### src/design/qlf_pkg.sv
// Shared widths, request codes and QPACK prefix constants for the
// literal field line encoder. No dependencies.
package qlf_pkg;

  localparam int unsigned LEN_BITS_DEF = 16;
  localparam int unsigned REQ_W        = 2;
  localparam int unsigned LEN_IN_W     = 16;
  localparam int unsigned ROOM_W       = 20;
  localparam int unsigned BYTE_W       = 8;

  // request codes
  localparam logic [REQ_W-1:0] REQ_START = 2'd0;
  localparam logic [REQ_W-1:0] REQ_NAME  = 2'd1;
  localparam logic [REQ_W-1:0] REQ_VALUE = 2'd2;

  // literal-with-literal-name pattern (top three bits of the first byte)
  localparam logic [2:0]        LIT_NAME_PAT = 3'b001;
  // all-ones prefixes: 3-bit for the name length, 7-bit for the value length
  localparam logic [BYTE_W-1:0] NAME_PFX_MAX = 8'h07;
  localparam logic [BYTE_W-1:0] VAL_PFX_MAX  = 8'h7F;
  localparam logic [BYTE_W-1:0] CONT_BIT     = 8'h80;
  localparam logic [BYTE_W-1:0] GRP_LIMIT    = 8'd128;
  localparam int unsigned       GRP_BITS     = 7;

endpackage

### src/design/qlf_if.sv
// Valid/ready channel interfaces: request beats, result beats and the
// configuration write channel. Depends on qlf_pkg.
interface qlf_in_if;
  import qlf_pkg::*;
  logic                valid;
  logic                ready;
  logic [REQ_W-1:0]    req_type;
  logic [LEN_IN_W-1:0] name_length;
  logic [LEN_IN_W-1:0] value_length;
  logic [ROOM_W-1:0]   room;
  logic [BYTE_W-1:0]   data_byte;
  modport source (output valid, req_type, name_length, value_length, room, data_byte,
                  input ready);
  modport sink   (input valid, req_type, name_length, value_length, room, data_byte,
                  output ready);
endinterface

interface qlf_out_if;
  import qlf_pkg::*;
  logic              valid;
  logic              ready;
  logic [BYTE_W-1:0] out_byte;
  logic              run_last;
  logic              header_done;
  logic              overflow;
  modport source (output valid, out_byte, run_last, header_done, overflow, input ready);
  modport sink   (input valid, out_byte, run_last, header_done, overflow, output ready);
endinterface

interface qlf_cfg_if;
  logic valid;
  logic ready;
  logic never_indexed;
  modport source (output valid, never_indexed, input ready);
  modport sink   (input valid, never_indexed, output ready);
endinterface

### src/design/qpack_literal_field_line_encoder.sv
// QPACK literal field line encoder (literal name form).
// Name/value byte beats: one output byte each. Start beat: accept, size check,
// then one step per prefix-integer byte (1..4 at LEN_BITS 16); the last name
// byte also runs the value length prefix (1..4 bytes). One shared shift/subtract
// prefix unit emits one byte per cycle; output register stalls hold it.
// Reset (rst_n, sync, active low): idle, no header open, never_indexed = 1.
module qpack_literal_field_line_encoder #(
  parameter int unsigned LEN_BITS = qlf_pkg::LEN_BITS_DEF
) (
  input logic      clk,
  input logic      rst_n,
  qlf_in_if.sink   in_ch,
  qlf_out_if.source out_ch,
  qlf_cfg_if.sink  cfg_ch
);
  import qlf_pkg::*;

  // width of the size sum, wide enough for the room too
  localparam int unsigned CW = ((LEN_BITS + 2) > ROOM_W) ? (LEN_BITS + 3) : (ROOM_W + 1);

  typedef enum logic [1:0] {ST_IDLE, ST_CHECK, ST_EMIT} state_t;
  typedef enum logic [1:0] {PH_IDLE, PH_NAME, PH_VALUE} phase_t;

  // encoded size of a prefix integer: parallel group compares, no loop chain
  function automatic logic [2:0] int_size(input logic [LEN_BITS-1:0] v,
                                          input logic [BYTE_W-1:0] top);
    logic [LEN_BITS-1:0] rest;
    logic [2:0]          n;
    rest = '0;
    if (v < LEN_BITS'(top)) begin
      n = 3'd1;
    end else begin
      rest = v - LEN_BITS'(top);
      n    = 3'd2;
      for (int k = 1; k <= 4; k++) begin
        if ((rest >> (GRP_BITS * k)) != '0) n = n + 3'd1;
      end
    end
    return n;
  endfunction

  state_t              state_r, state_nxt;
  phase_t              phase_r, phase_nxt;
  logic [LEN_BITS-1:0] bytes_left_r, bytes_left_nxt;
  logic [LEN_BITS-1:0] nl_r, nl_nxt;          // name length of open header
  logic [LEN_BITS-1:0] vl_r, vl_nxt;          // value length, held through name phase
  logic [ROOM_W-1:0]   room_r, room_nxt;
  logic                never_idx_r, never_idx_nxt;

  // shared prefix-integer unit
  logic [LEN_BITS-1:0] int_v_r, int_v_nxt;    // remainder still to emit
  logic                int_first_r, int_first_nxt;
  logic                int_is_val_r, int_is_val_nxt;
  logic [BYTE_W-1:0]   int_lead_r, int_lead_nxt;

  // output register
  logic              out_valid_r, out_valid_nxt;
  logic [BYTE_W-1:0] out_byte_r, out_byte_nxt;
  logic              out_last_r, out_last_nxt;
  logic              out_done_r, out_done_nxt;
  logic              out_ovf_r, out_ovf_nxt;

  logic                slot;
  logic                in_fire;
  logic [LEN_BITS-1:0] bl_dec;
  logic [CW-1:0]       total;
  logic [LEN_BITS-1:0] top;
  logic [BYTE_W-1:0]   pfx_byte;
  logic                pfx_fin;

  assign slot    = !out_valid_r || out_ch.ready;
  assign in_fire = in_ch.valid && in_ch.ready;
  assign bl_dec  = bytes_left_r - LEN_BITS'(1);

  assign in_ch.ready        = (state_r == ST_IDLE) && slot;
  assign cfg_ch.ready       = 1'b1;
  assign out_ch.valid       = out_valid_r;
  assign out_ch.out_byte    = out_byte_r;
  assign out_ch.run_last    = out_last_r;
  assign out_ch.header_done = out_done_r;
  assign out_ch.overflow    = out_ovf_r;

  // whole line size against the room
  assign total = CW'(int_size(nl_r, NAME_PFX_MAX)) + CW'(nl_r)
               + CW'(int_size(vl_r, VAL_PFX_MAX)) + CW'(vl_r);

  // one prefix-integer byte per step: first byte, then 7-bit groups LS first
  assign top = int_is_val_r ? LEN_BITS'(VAL_PFX_MAX) : LEN_BITS'(NAME_PFX_MAX);
  always_comb begin
    pfx_byte  = '0;
    pfx_fin   = 1'b0;
    int_v_nxt = int_v_r;
    if (int_first_r) begin
      if (int_v_r < top) begin
        pfx_byte = int_lead_r | {1'b0, int_v_r[GRP_BITS-1:0]};
        pfx_fin  = 1'b1;
      end else begin
        pfx_byte  = int_lead_r | BYTE_W'(top);
        int_v_nxt = int_v_r - top;
      end
    end else if (int_v_r >= LEN_BITS'(GRP_LIMIT)) begin
      pfx_byte  = CONT_BIT | {1'b0, int_v_r[GRP_BITS-1:0]};
      int_v_nxt = int_v_r >> GRP_BITS;
    end else begin
      pfx_byte = {1'b0, int_v_r[GRP_BITS-1:0]};
      pfx_fin  = 1'b1;
    end
  end

  always_comb begin
    state_nxt      = state_r;
    phase_nxt      = phase_r;
    bytes_left_nxt = bytes_left_r;
    nl_nxt         = nl_r;
    vl_nxt         = vl_r;
    room_nxt       = room_r;
    never_idx_nxt  = never_idx_r;
    int_first_nxt  = int_first_r;
    int_is_val_nxt = int_is_val_r;
    int_lead_nxt   = int_lead_r;
    out_valid_nxt  = out_valid_r && !out_ch.ready;
    out_byte_nxt   = out_byte_r;
    out_last_nxt   = out_last_r;
    out_done_nxt   = out_done_r;
    out_ovf_nxt    = out_ovf_r;

    if (cfg_ch.valid) never_idx_nxt = cfg_ch.never_indexed;

    case (state_r)
      ST_IDLE: begin
        if (in_fire) begin
          case (in_ch.req_type)
            REQ_START: begin
              // a start mid-header simply drops the open one
              nl_nxt    = LEN_BITS'(in_ch.name_length);
              vl_nxt    = LEN_BITS'(in_ch.value_length);
              room_nxt  = in_ch.room;
              phase_nxt = PH_IDLE;
              state_nxt = ST_CHECK;
            end
            REQ_NAME: begin
              if (phase_r == PH_NAME) begin
                out_valid_nxt  = 1'b1;
                out_byte_nxt   = in_ch.data_byte;
                out_done_nxt   = 1'b0;
                out_ovf_nxt    = 1'b0;
                out_last_nxt   = 1'b1;
                bytes_left_nxt = bl_dec;
                if (bl_dec == '0) begin
                  // name complete: value length prefix follows
                  out_last_nxt   = 1'b0;
                  phase_nxt      = PH_IDLE;
                  int_first_nxt  = 1'b1;
                  int_is_val_nxt = 1'b1;
                  int_lead_nxt   = '0;
                  state_nxt      = ST_EMIT;
                end
              end
            end
            REQ_VALUE: begin
              if (phase_r == PH_VALUE) begin
                out_valid_nxt  = 1'b1;
                out_byte_nxt   = in_ch.data_byte;
                out_last_nxt   = 1'b1;
                out_ovf_nxt    = 1'b0;
                out_done_nxt   = (bl_dec == '0);
                bytes_left_nxt = bl_dec;
                if (bl_dec == '0) phase_nxt = PH_IDLE;
              end
            end
            default: begin
            end
          endcase
        end
      end
      ST_CHECK: begin
        if (total > CW'(room_r)) begin
          if (slot) begin
            out_valid_nxt  = 1'b1;
            out_byte_nxt   = '0;
            out_last_nxt   = 1'b1;
            out_done_nxt   = 1'b1;
            out_ovf_nxt    = 1'b1;
            bytes_left_nxt = '0;
            state_nxt      = ST_IDLE;
          end
        end else begin
          int_first_nxt  = 1'b1;
          int_is_val_nxt = 1'b0;
          int_lead_nxt   = {LIT_NAME_PAT, never_idx_r, 4'b0000};
          state_nxt      = ST_EMIT;
        end
      end
      ST_EMIT: begin
        if (slot) begin
          out_valid_nxt = 1'b1;
          out_byte_nxt  = pfx_byte;
          out_last_nxt  = 1'b0;
          out_done_nxt  = 1'b0;
          out_ovf_nxt   = 1'b0;
          int_first_nxt = 1'b0;
          if (pfx_fin) begin
            if (!int_is_val_r) begin
              if (nl_r != '0) begin
                phase_nxt      = PH_NAME;
                bytes_left_nxt = nl_r;
                out_last_nxt   = 1'b1;
                state_nxt      = ST_IDLE;
              end else begin
                // empty name: straight on to the value length
                int_first_nxt  = 1'b1;
                int_is_val_nxt = 1'b1;
                int_lead_nxt   = '0;
              end
            end else begin
              out_last_nxt = 1'b1;
              state_nxt    = ST_IDLE;
              if (vl_r != '0) begin
                phase_nxt      = PH_VALUE;
                bytes_left_nxt = vl_r;
              end else begin
                phase_nxt    = PH_IDLE;
                out_done_nxt = 1'b1;
              end
            end
          end
        end
      end
      default: state_nxt = ST_IDLE;
    endcase
  end

  // next remainder of the prefix unit: loaded on entry, stepped while emitting
  logic [LEN_BITS-1:0] int_v_load;
  always_comb begin
    int_v_load = int_v_r;
    if (state_r == ST_CHECK) begin
      int_v_load = nl_r;
    end else if (state_r == ST_IDLE) begin
      int_v_load = vl_r;
    end else if (slot) begin
      int_v_load = (pfx_fin && !int_is_val_r) ? vl_r : int_v_nxt;
    end
  end

  always_ff @(posedge clk) begin
    if (!rst_n) begin
      state_r      <= ST_IDLE;
      phase_r      <= PH_IDLE;
      bytes_left_r <= '0;
      never_idx_r  <= 1'b1;
      out_valid_r  <= 1'b0;
      int_first_r  <= 1'b0;
      int_is_val_r <= 1'b0;
    end else begin
      state_r      <= state_nxt;
      phase_r      <= phase_nxt;
      bytes_left_r <= bytes_left_nxt;
      never_idx_r  <= never_idx_nxt;
      out_valid_r  <= out_valid_nxt;
      int_first_r  <= int_first_nxt;
      int_is_val_r <= int_is_val_nxt;
    end
    nl_r       <= nl_nxt;
    vl_r       <= vl_nxt;
    room_r     <= room_nxt;
    int_v_r    <= int_v_load;
    int_lead_r <= int_lead_nxt;
    out_byte_r <= out_byte_nxt;
    out_last_r <= out_last_nxt;
    out_done_r <= out_done_nxt;
    out_ovf_r  <= out_ovf_nxt;
  end

endmodule

### src/flat_wrapper.sv
// flat-port wrapper written by rule: the top's interface ports become plain ports
module qpack_literal_field_line_encoder_flat import qlf_pkg::*;
#(
  parameter int unsigned LEN_BITS = qlf_pkg::LEN_BITS_DEF
)
  (clk, rst_n, in_ch_valid, in_ch_req_type, in_ch_name_length, in_ch_value_length, in_ch_room, in_ch_data_byte, in_ch_ready, out_ch_valid, out_ch_out_byte, out_ch_run_last, out_ch_header_done, out_ch_overflow, out_ch_ready, cfg_ch_valid, cfg_ch_never_indexed, cfg_ch_ready);
  qlf_in_if in_ch_i ();
  qlf_out_if out_ch_i ();
  qlf_cfg_if cfg_ch_i ();
  input logic clk;
  input logic rst_n;
  input wire logic [$bits(in_ch_i.valid)-1:0] in_ch_valid;
  input wire logic [$bits(in_ch_i.req_type)-1:0] in_ch_req_type;
  input wire logic [$bits(in_ch_i.name_length)-1:0] in_ch_name_length;
  input wire logic [$bits(in_ch_i.value_length)-1:0] in_ch_value_length;
  input wire logic [$bits(in_ch_i.room)-1:0] in_ch_room;
  input wire logic [$bits(in_ch_i.data_byte)-1:0] in_ch_data_byte;
  output wire logic [$bits(in_ch_i.ready)-1:0] in_ch_ready;
  output wire logic [$bits(out_ch_i.valid)-1:0] out_ch_valid;
  output wire logic [$bits(out_ch_i.out_byte)-1:0] out_ch_out_byte;
  output wire logic [$bits(out_ch_i.run_last)-1:0] out_ch_run_last;
  output wire logic [$bits(out_ch_i.header_done)-1:0] out_ch_header_done;
  output wire logic [$bits(out_ch_i.overflow)-1:0] out_ch_overflow;
  input wire logic [$bits(out_ch_i.ready)-1:0] out_ch_ready;
  input wire logic [$bits(cfg_ch_i.valid)-1:0] cfg_ch_valid;
  input wire logic [$bits(cfg_ch_i.never_indexed)-1:0] cfg_ch_never_indexed;
  output wire logic [$bits(cfg_ch_i.ready)-1:0] cfg_ch_ready;
  assign in_ch_i.valid = in_ch_valid;
  assign in_ch_i.req_type = in_ch_req_type;
  assign in_ch_i.name_length = in_ch_name_length;
  assign in_ch_i.value_length = in_ch_value_length;
  assign in_ch_i.room = in_ch_room;
  assign in_ch_i.data_byte = in_ch_data_byte;
  assign in_ch_ready = in_ch_i.ready;
  assign out_ch_valid = out_ch_i.valid;
  assign out_ch_out_byte = out_ch_i.out_byte;
  assign out_ch_run_last = out_ch_i.run_last;
  assign out_ch_header_done = out_ch_i.header_done;
  assign out_ch_overflow = out_ch_i.overflow;
  assign out_ch_i.ready = out_ch_ready;
  assign cfg_ch_i.valid = cfg_ch_valid;
  assign cfg_ch_i.never_indexed = cfg_ch_never_indexed;
  assign cfg_ch_ready = cfg_ch_i.ready;
  qpack_literal_field_line_encoder #(.LEN_BITS(LEN_BITS)) u_core (.clk(clk), .rst_n(rst_n), .in_ch(in_ch_i), .out_ch(out_ch_i), .cfg_ch(cfg_ch_i));
endmodule
### config.mk
export PLATFORM = sky130hd
export DESIGN_NAME = qpack_literal_field_line_encoder_flat
export DESIGN_NICKNAME = d
export VERILOG_FILES = /design/src/design/qlf_pkg.sv /design/src/design/qlf_if.sv /design/src/design/qpack_literal_field_line_encoder.sv /design/src/flat_wrapper.sv
export SDC_FILE = /design/constraint.sdc
export NUM_CORES = 1
export LEC_CHECK = 0
export ABC_CLOCK_PERIOD_IN_PS = 10140
export BUFFER_PORTS_ARGS = -buffer_cell sky130_fd_sc_hd__buf_4
export CELL_PAD_IN_SITES_DETAIL_PLACEMENT = 0
export CELL_PAD_IN_SITES_GLOBAL_PLACEMENT = 1
export CORE_UTILIZATION = 38
export DETAILED_ROUTE_END_ITERATION = 12
export PLACE_DENSITY = 0.75
export RECOVER_POWER = 25
export REMOVE_ABC_BUFFERS = 1
export SLEW_MARGIN = 20
export SYNTH_ARGS = -nofsm -noshare
export SYNTH_HDL_FRONTEND = slang
export SYNTH_SLANG_ARGS = --single-unit
### constraint.sdc
create_clock -name clk -period 10.14 [get_ports clk]
set_input_delay 0.507 -clock clk [delete_from_list [all_inputs] [get_ports clk]]
set_output_delay 0.507 -clock clk [all_outputs]
set_load 0.02 [all_outputs]
==> flow_results.org <==
** Run status
- Run status :: finished, final reports clean

** Drt
- In the routed design, unresolved DRC markers number 0.
- Aggregate routed wire length :: 18700 µm
- In the detailed route, the total length drawn on met2 is 8370 µm.
- Met3 Routed Length :: 796 µm
- Vias :: 6091
- Number of detailed-route iterations in the first pass :: 5
- Antenna viol nets, final :: 0
- Average wire per cell in the routed design :: 16.6 µm
- Topmost layer with routed signal wires :: met4
- Average vias per placed instance :: 5.42
- The detailed router finished its first iteration with 489 violations.
- In the final routing, the length of wire on met1 measures 8980 µm.

** Setup path
- The slowest stage of the critical path is the nor2_1 cell.
- Counting stages on the worst path, the most repeated cell is ha_1.
- STA puts the critical path data required time at 10120 ps.
- Critical Path Start :: u_core.nl_r[6]
- Setup crit end kind :: register
- For the worst setup path, the data arrival time is 9260 ps.
- For this run, the slowest stage of the critical path takes 810 ps.
- The critical path is of the reg2reg type.
- The startpoint identified for the worst register-to-register timing path is u_core.nl_r[6].
- Reg2Reg Setup Slack :: 860 ps
- The worst setup path is launched from a register.
- Crit path max fanout :: 18

** STA
- The final count of hold timing violations came to 0.
- Static timing analysis puts the maximum clock frequency at 108 MHz.
- Final Cycle Share :: 91.5%
- Subtracting the final worst setup slack from the clock period gives 9280 ps.
- Count of final max-slew check failures :: 0
- Setup ws final :: 860 ps
- The clock arrives with 8.44 ps of skew.
- Pin slew with the least headroom to its limit :: 1050 ps
- Setup violators final :: 0
- Slew HR :: 29.4%
- RSZ-0062 raised after global routing :: false
- Setup total negative slack on the finished layout was measured at 0 ps.

** Floorplan
- In this run the vertical extent of the chip is 142 µm.
- The initial utilization of the core area, before any placement, comes to 39.2%.
- Overall die area :: 20100 µm²
- Site Rows :: 50
- Total core area :: 18900 µm²
- Ports :: 82
- The floorplan step set the die width to 142 µm.

** Synthesis
- For this run, asynchronously set or reset flops after synthesis account for 0%.
- Commonest cells in the netlist :: edfxtp_1 (81), ha_1 (67), inv_1 (60)
- Yosys printed 0 warnings.
- Post-synth top flop :: edfxtp_1
- After technology mapping, the gate count stands at 791.
- In this run, synthesis inferred 81 flip-flops with an integrated enable.
- Post-synthesis sequential area ratio :: 39.3%
- After synthesis, the netlist uses 67 different library cells.
- Summed over all instances, the cell type with the most area after synthesis is edfxtp_1.
- The top cell type by area accounts for 32.8% of the synthesized area.
- The synthesized design contains 105 register bits.
- Cell with the most instances after synthesis :: edfxtp_1
- Combined area of all synthesized cells :: 7410 µm²
- After synthesis, the cell types taking the most area are edfxtp_1 (33%), ha_1 (11%), dfxtp_1 (6.5%), a21oi_1 (3.8%), xnor2_1 (3.7%).
- Syn avg cell area :: 9.37 µm²

** Global routing
- The number of global-route vias before repair came to 5933.
- The initial antenna violation count came to 0.
- Aggregate global routing overflow :: 0
- Maximum number of pins on one net before global-route repair :: 53
- GRT Total Usage :: 19.5%
- Global-route wire length before repair :: 30300 µm

** Clock tree
- In this run, post-CTS repair resized a total of 0 instances.
- The clock passes through at most 2 buffers.
- In this run, CTS created clock tree buffers numbering 9.
- CTS saw 105 sinks.
- CTS built an H-tree with a depth of 3.
- Clock latency of the later-clocked register in the worst-skew pair :: 360 ps
- The number of setup buffers added after CTS is 0.
- Clock root buffer :: clkbuf_16
- Hold repair after CTS inserted 0 buffers.
- Clock tree from TritonCTS :: yes
- Clock-pin slew was measured on the worst setup and hold paths at 70 ps.

** Placement
- The congestion estimate from routability-driven global placement came to 0.874.
- Count of input and output buffers :: 80
- Post-DP HPWL :: 14200 µm
- Prior to clock tree synthesis, the placed netlist has a worst setup slack of 886 ps.
- In this run the cell area measured after placement is 8260 µm².
- Number of placed instances with taps included :: 1107

** Power and ir drop
- The worst-case IR drop observed on VDD is 0.115 mV.
- Power per cell area :: 284 nW/µm²
- Sequential cell fraction of total power :: 30.3%
- Clk pwr share :: 14.4%
- Switching Fraction :: 44.3%
- Psw :: 1080 µW
- Internal Power :: 1350 µW
- Leak Pwr :: 0.00338 µW
- Comb pwr share :: 55.3%

** Layout
- Cell area after layout :: 8550 µm²
- The multi-input combinational cells in the finished layout cover a total of 4150 µm².
- FILL cells :: 1873
- Filler-free cell count of the finished design :: 1123
- Cells fill 45.3% of the core in the end.
- Synth-to-layout area growth :: 15.3%
- 0 antenna diodes ended up in the layout.
- Registers take 2910 µm².
- Layout cells sized above 1 :: 12.9%
- The net count of the finished layout is 998.

** Hold path
- Tightest Hold Check Type :: in2reg
- Launch point of the worst hold path :: in_ch_room[4]

** Job
- Max-cap violations in this run came to 0.
[state kept, by name, summed over array words and instances (netlist names)]
register / count
u_core.bytes_left_r: 16
u_core.int_first_r: 1
u_core.int_is_val_r: 1
u_core.int_lead_r: 2
u_core.int_v_r: 16
u_core.never_idx_r: 1
u_core.nl_r: 16
u_core.out_ch.header_done: 1
u_core.out_ch.out_byte: 8
u_core.out_ch.overflow: 1
u_core.out_ch.run_last: 1
u_core.out_ch.valid: 1
u_core.phase_r: 2
u_core.room_r: 20
u_core.state_r: 2
u_core.vl_r: 16
[cell usage in the layout, fill, tap and decap left out, types with 31 or more instances in the layout]
master	instances
clkbuf_4	49
a21oi_1	56
nand2_1	57
buf_4	37
ha_1	67
nor2_1	58
inv_1	60
edfxtp_1	81
xnor2_1	31
o21ai_0	43
[worst paths after layout]
| path | endpoint | cells past startpoint |
|---|---|---|
| hold reg to reg | u_core.bytes_left_r[15] | 2 |
| hold / removal | u_core.room_r[4] | 1 |
| setup reg to reg | u_core.out_ch.out_byte[5] | 29 |
| setup / recovery | u_core.out_ch.out_byte[5] | 29 |
[routing by layer]
metal,global-route usage (%),vias to the layer above
li1,-,3062
met1,26.7,2836
met2,30.6,162
met3,3.10,31
met4,8.26,0
met5,0,-
[cell type report]
class | count | area share [%]
well taps | 260 | 3.81
inverters | 61 | 2.68
multi-input cells | 595 | 48.5
clock buffers | 11 | 2.72
flip-flops and latches | 105 | 34.1
clock inverters | 5 | 0.659
repair buffers | 86 | 7.55
[worst max-delay path, delay by kind of cell, from the launching register on]
kind	cells	cell delay, ps
AND/OR/NAND/NOR	10	3370
flip-flops	1	470
adder cells (fa/ha/maj)	7	2260
buffers and inverters	2	160
AO/OA/AOI/OAI	10	2640
[power groups by stage]
stage / sequential, µW / combinational, µW / clock (µW)
CTS: 736 / 1350 / 358
floorplan: 757 / 955 / 0
finish: 737 / 1350 / 349
global placement: 744 / 1340 / 0
global route: 754 / 1510 / 370
detailed placement: 745 / 1340 / 0
[metrics by stage]
stage / power (µW) / hold slack, ps
after floorplan: 1710 / 431
after global placement: 2080 / 472
after detailed placement: 2080 / 467
after CTS: 2440 / 315
after global routing: 2640 / 330
final: 2430 / 328
[kinds of logic after synthesis]
family                   after synthesis  share of synthesized area [%]
multiplexers                          24                           3.27
AND/OR/NAND/NOR                      247                           16.9
adder cells (fa/ha/maj)               72                           12.7
AO/OA/AOI/OAI                        207                           17.9
XOR/XNOR                              44                           5.20
flip-flops                           105                           39.3
other                                  1                         0.0506
buffers and inverters                 91                           4.79
(Power assumes the default switching activity.)
